`src/hdl/htint_pkg.sv`:
```
package htint_pkg;

  localparam int HUE_W   = 16;
  localparam int CNT_W   = 5;
  localparam int FLOOR_W = 12;
  localparam int IDX_W   = 8;
  localparam int QBITS   = 9;

  localparam logic [7:0] BYTE_MAX = 8'd255;

  // configuration register indexes
  localparam logic REG_TINT_COUNT  = 1'b0;
  localparam logic REG_VALUE_FLOOR = 1'b1;

endpackage

```
`src/hdl/htint_bdiv.sv`:
```
module htint_bdiv #(
  parameter int NW = 50
) (
  input  logic          clk,
  input  logic          en,
  input  logic [NW-1:0] n_i,
  input  logic [NW-1:0] d_i,
  output logic [7:0]    byte_o
);
  import htint_pkg::*;

  // restoring divide, one quotient bit per stage, MSB first
  logic [NW-1:0]    rem_r [QBITS];
  logic [NW-1:0]    den_r [QBITS];
  logic [QBITS-1:0] q_r   [QBITS];

  logic [NW-1:0]    rem_s [QBITS];
  logic [NW-1:0]    den_s [QBITS];
  logic [QBITS-1:0] q_s   [QBITS];

  genvar i;
  generate
    for (i = 0; i < QBITS; i++) begin : g_stage
      logic [NW-1:0]    dsh;
      logic [NW-1:0]    rem_nxt;
      logic [QBITS-1:0] q_nxt;

      if (i == 0) begin : g_src0
        assign rem_s[i] = n_i;
        assign den_s[i] = d_i;
        assign q_s[i]   = '0;
      end else begin : g_srcn
        assign rem_s[i] = rem_r[i-1];
        assign den_s[i] = den_r[i-1];
        assign q_s[i]   = q_r[i-1];
      end

      assign dsh = den_s[i] << (QBITS - 1 - i);

      always_comb begin
        if (rem_s[i] >= dsh) begin
          rem_nxt = rem_s[i] - dsh;
          q_nxt   = {q_s[i][QBITS-2:0], 1'b1};
        end else begin
          rem_nxt = rem_s[i];
          q_nxt   = {q_s[i][QBITS-2:0], 1'b0};
        end
      end

      always_ff @(posedge clk) begin
        if (en) begin
          rem_r[i] <= rem_nxt;
          den_r[i] <= den_s[i];
          q_r[i]   <= q_nxt;
        end
      end
    end
  endgenerate

  assign byte_o = q_r[QBITS-1][QBITS-1] ? BYTE_MAX : q_r[QBITS-1][7:0];

endmodule

```
`config.mk`:
```
export PLATFORM = sky130hd
export DESIGN_NAME = htint_bdiv
export DESIGN_NICKNAME = d
export VERILOG_FILES = /design/src/hdl/htint_pkg.sv /design/src/hdl/htint_bdiv.sv
export SDC_FILE = /design/constraint.sdc
export NUM_CORES = 2
export LEC_CHECK = 0
export BUFFER_PORTS_ARGS = -buffer_cell sky130_fd_sc_hd__buf_4
export CAP_MARGIN = 5
export CORE_AREA = 5 5 368 370
export DETAILED_ROUTE_END_ITERATION = 16
export DIE_AREA = 0 0 373 375
export GPL_TIMING_DRIVEN = 0
export SETUP_SLACK_MARGIN = 0.02
export SYNTH_ARGS = -nofsm -noshare
export SYNTH_HDL_FRONTEND = slang
export SYNTH_SLANG_ARGS = --single-unit
```
`constraint.sdc`:
```
create_clock -name clk -period 4.3 [get_ports clk]
set_clock_uncertainty 0.2 [all_clocks]
set_input_delay 0.215 -clock clk [delete_from_list [all_inputs] [get_ports clk]]
set_output_delay 0.215 -clock clk [all_outputs]
set_load 0.02 [all_outputs]
```
# Word level (Yosys, flattened, before mapping)

Memories as Yosys holds them, arrays and structs flattened.
Cells that the tools add are included.

Flip-flop bits (word level): 0
RAM bits: 981
Output and inout bits: 8
Memories kept: 3

$add $sub $neg: 9
Order comparisons: 9
Mux-type cells: 21

Memories:

| memory | depth | bits a word | read ports | clocked after Yosys merged registers in | write ports | RTL line         | RTL |
|---|---|---|---|---|---|---|---|
| den_r  | 9     | 50          | 8          | 0                                       | 9           | htint_bdiv.sv:14 | `logic [NW-1:0] den_r [QBITS];` |
| rem_r  | 9     | 50          | 8          | 0                                       | 9           | htint_bdiv.sv:13 | `logic [NW-1:0] rem_r [QBITS];` |
| q_r    | 9     | 9           | 9          | 0                                       | 9           | htint_bdiv.sv:15 | `logic [QBITS-1:0] q_r [QBITS];` |

Operators by type and width:

| kind           | count |
|---|---|
| $ge 50x50->1   | 9 |
| $mux 50        | 9 |
| $sub 50x50->50 | 9 |
| $mux 1         | 11 |
| $mux 8         | 1 |

# Depth between registers and ports, before layout

An unclocked memory read counts as a cell.

Depth in word-level cells: 3
Gate-level depth with buffers: 16
Depth with buffers taken out: 14

# Least setup slack after synthesis

No wires, ideal clock.

Path type: reg-to-reg
Start: memory rem_r[3][4] (netlist: rem_r[0][154])
End: memory rem_r[4][33] (netlist: rem_r[0][233]) (data pin)
Library setup time: 0.262 ns
Data arrival time: 3.283 ns
Required time: 3.838 ns
Slack: 0.555 ns
Stages on the path, launching flop included: 16
Path buffers: 2
Path through: edfxtp_1 > inv_1 > ha_1 > inv_1 > fa_1 > a21o_1 > a221oi_2 > o211ai_2 > a22oi_2 > a21oi_1 > a311o_1 > a21o_1 > a21oi_2 > buf_4 > buf_6 > mux2_1

RTL lines:

| item            | RTL line |
|---|---|
| start, declared | htint_bdiv.sv:13 |

==> results.py <==
metrics = {
    "run_status": {
        "outcome": "finished with violations",
        "violations": "negative hold slack",
    },
    "placement": {
        "gp_congestion": 0.895,
        "numPortBuffers": 109,
        "hpwl_um": 96800,
    },
    "synth": {
        "avgSynthCellArea_um2": 10.8,
        "synth_warnings": 0,
        "ys.flop_type": "edfxtp_1",
        "synth_edf_count": 845,
        "yosysUniqueCellTypes": 91,
        "synth_area_um2": 52100,
        "ys_seq_area_share_pct": 48.7,
        "synth.top_cells.by_area": "edfxtp_1 49%, ha_1 9.9%, a21oi_1 4.0%",
        "synth_fp_nets": 5370,
        "synth_cells": 4846,
        "yosysTopAreaCell": "edfxtp_1",
        "ys_seq_elements": 845,
        "async_flop_share_pct": 0,
        "synth_top_area_share_pct": 48.7,
    },
    "worst_setup_path": {
        "worst_path_max_delay_cell": "nor4_2",
        "critPathMaxStageDelay_ps": 600,
        "cp.buffers_inverters": 4,
        "critPathRequiredTime_ps": 4510,
        "r2r_end": "rem_r[0][217]",
        "path_class": "flip-flop to flip-flop",
        "worstPathArrival_ps": 4430,
        "path_cells": "ha_1 > clkbuf_1 > nand3_1 > nor2_1 > nand4_1 > nor4_2 > a211oi_1 > o21ai_0 > a21oi_4 > buf_12 > clkbuf_16 > inv_2 > mux2_1",
        "cp_max_fo": 9,
        "ff2ff_path_depth": 13,
        "crit_path_end_kind": "flip-flop",
        "cp-start-kind": "flip-flop",
        "cp_top_family": "simple AND/OR/NAND/NOR gates",
        "ff2ff_setup_slack_ps": 80,
        "crit-reg2reg-launch": "rem_r[0][192]",
    },
    "clocking": {
        "clkTransAtPathRegs_ps": 70,
        "clk_latency_ps": 660,
        "cts_sinks": 845,
        "cts_htree_levels": 3,
        "postCtsHoldBufs": 99,
        "clock-root-buffer": "clkbuf_16",
        "cts_max_path_buffers": 3,
        "cts_tree": "built",
        "cts_buffers": 91,
    },
    "timing": {
        "finalSetupViolations": 0,
        "tns_ps": 0,
        "finalHoldViolCount": 2,
        "finalCritPeriodShare_pct": 98.1,
        "holdWs_ps": -448,
        "period_needed_ps": 4220,
        "maxSlewViolCount": 0,
        "worst_slew_pin_slew_ps": 961,
        "slew_headroom_pct": 35.9,
        "clock.fmax_ghz": 0.237,
    },
    "hold_path": {
        "hp-start": "d_i[0]",
        "hold_path_end": "den_r[0][0]",
        "hold_path.class": "input port to flip-flop",
        "whs_path_depth": 1,
    },
    "detailed_routing": {
        "drt_iter0_drc": 2187,
        "ant_nets": 0,
        "wl_um": 123000,
        "drc_errors": 0,
        "via_per_inst": 5.20,
        "vias": 36500,
        "wl_per_cell_um": 17.5,
        "drt_first_pass_iters": 7,
    },
    "cells_and_area": {
        "drive_above_1_share_pct": 11.4,
        "area_growth_pct": 15.1,
        "final_nets": 5703,
    },
    "floorplan": {
        "row_count": 134,
        "ios": 110,
        "die_w_um": 373,
        "start_util_pct": 39.4,
        "core_um2": 132000,
        "die_area_um2": 140000,
        "die_y_um": 375,
    },
    "grt": {
        "grtUsageMet2_pct": 28.4,
        "met3_usage_pct": 1.76,
        "grt_max_degree": 119,
        "first_global_vias": 36500,
        "grt.busiest_layer": "met2",
        "grt_util_met1_pct": 21.9,
        "grtUsageTotal_pct": 17.2,
        "grt-ovfl-total": 0,
        "antenna_found_initial": 1,
        "grt_pass1_wl_um": 195000,
    },
    "power_and_ir_drop": {
        "p_leak_nw": 24.9,
        "peakVddDrop_mv": 0.316,
        "power-per-cell-area_nw_per_um2": 627,
    },
    "run": {
        "maxCapViolCount": 0,
    },
}
-- metal layers --
layer | vias up | share of wire [%]
li1 | 18500 | -
met1 | 16900 | 45
met2 | 836 | 46
met3 | 278 | 3.3
met4 | 0 | 6.2
met5 | - | 0
-- registers in the layout, indices dropped and copies added (netlist names) --
name	flops
rem_r	400
q_r	45
den_r	400
-- where the power goes --
group          switching (mW)  internal [mW]  total (mW)
Sequential               1.08           11.6        12.7
Combinational            9.48           7.58        17.1
Clock                    3.16           4.72        7.88
-- metrics by stage --
stage	total power [mW]	worst slack [ps]	cell area [um^2]	utilization (%)	cells
6_report	37.6	83.2	60000	45.3	7017
3_5_place_dp	29.1	-960	55400	41.9	6733
3_3_place_gp	29.1	-4330	55200	41.7	6723
5_1_grt	40.3	-22.3	60000	45.3	7016
2_1_floorplan	25.0	555	52100	-	4846
4_1_cts	37.6	22.7	59700	45.1	7005
-- synthesized netlist by cell type (34+ instances only) --
library cell and instances:
nor2b_1 47, edfxtp_1 845, nand3_1 88, ha_1 414, and3_1 39, nand2_1 339, and2_1 34, inv_1 497
nand4_1 83, mux2_2 159, xor2_1 146, nor2_1 227, clkbuf_1 106, nor3_1 52, nand2b_1 36, a21o_1 241
a31oi_1 49, o21bai_1 44, o21ai_0 310, a21oi_1 419, xnor2_1 176, o21a_1 35
-- what timing repair did --
| item | in CTS | in global routing |
|---|---|---|
| buffers inserted | 11 | 12 |
| cloned | 0 | 1 |
| setup endpoints to repair | 319 | 269 |
| pin swaps | 17 | 16 |
| hold endpoints to repair | 201 | 2 |
| gates resized for setup | 60 | 34 |
-- kinds of logic (layout without fill, tap and decap cells) --
logic type / count (synthesis) / count (layout) / share of synthesized area, %
buffers and inverters: 649 / 1051 / 4.90
AOI/OAI and AO/OA: 1362 / 1362 / 16.5
adders and majority gates: 422 / 422 / 10.2
xor gates and xnor gates: 322 / 322 / 5.41
muxes: 209 / 209 / 4.66
other: 0 / 1 / 0
and+or+nand+nor: 1037 / 1037 / 9.60
DFF: 845 / 845 / 48.7
-- cells in the final DEF (no fill, tap or decap), types with 14 or more instances in the layout --
cell type,count
nor2b_1,47
clkbuf_1,116
o21ai_1,15
nand2b_1,36
edfxtp_1,845
mux2_1,18
nor4_1,15
nand3_1,88
inv_1,497
o21ai_0,304
xnor2_1,176
o21bai_1,44
a31oi_1,47
o211ai_1,19
or2_2,15
mux2_4,23
mux2_2,159
buf_4,138
ha_1,413
clkinv_1,16
nor3_1,51
o21a_1,35
and2_1,34
a21boi_0,22
nand2_1,339
a211oi_1,29
a31o_2,15
a21oi_1,412
nand4_1,83
xor2_1,146
dlygate4sd3_1,99
and3_1,39
clkbuf_16,94
o31ai_1,14
a21o_1,241
and4_1,14
nor2_1,225
buf_2,19
-- worst max path at each step --
stage	depth (start not counted)	to	slack (ps)	from
after floorplan	15	rem_r[0][233]	550	rem_r[0][154]
after global placement	1	q_r[0][0]	-4330	en
after detailed placement	12	rem_r[0][199]	-960	den_r[0][103]
after CTS	13	rem_r[0][372]	20	den_r[0][301]
after global routing	13	rem_r[0][91]	-20	rem_r[0][21]
final	13	rem_r[0][217]	80	rem_r[0][192]
-- layout make-up --
class                           count  area, um^2
Tap cell                         1768        2210
Clock inverter                     54         618
Clock buffer                      108        2380
Timing Repair Buffer              242        2240
Sequential cell                   845       25400
Multi-Input combinational cell   3352       24500
Inverter                          498        1870
Fill cell                       12300       72300
Buffer                            149         749
Antenna cell                        1        2.50
(Power assumes the default switching activity.)
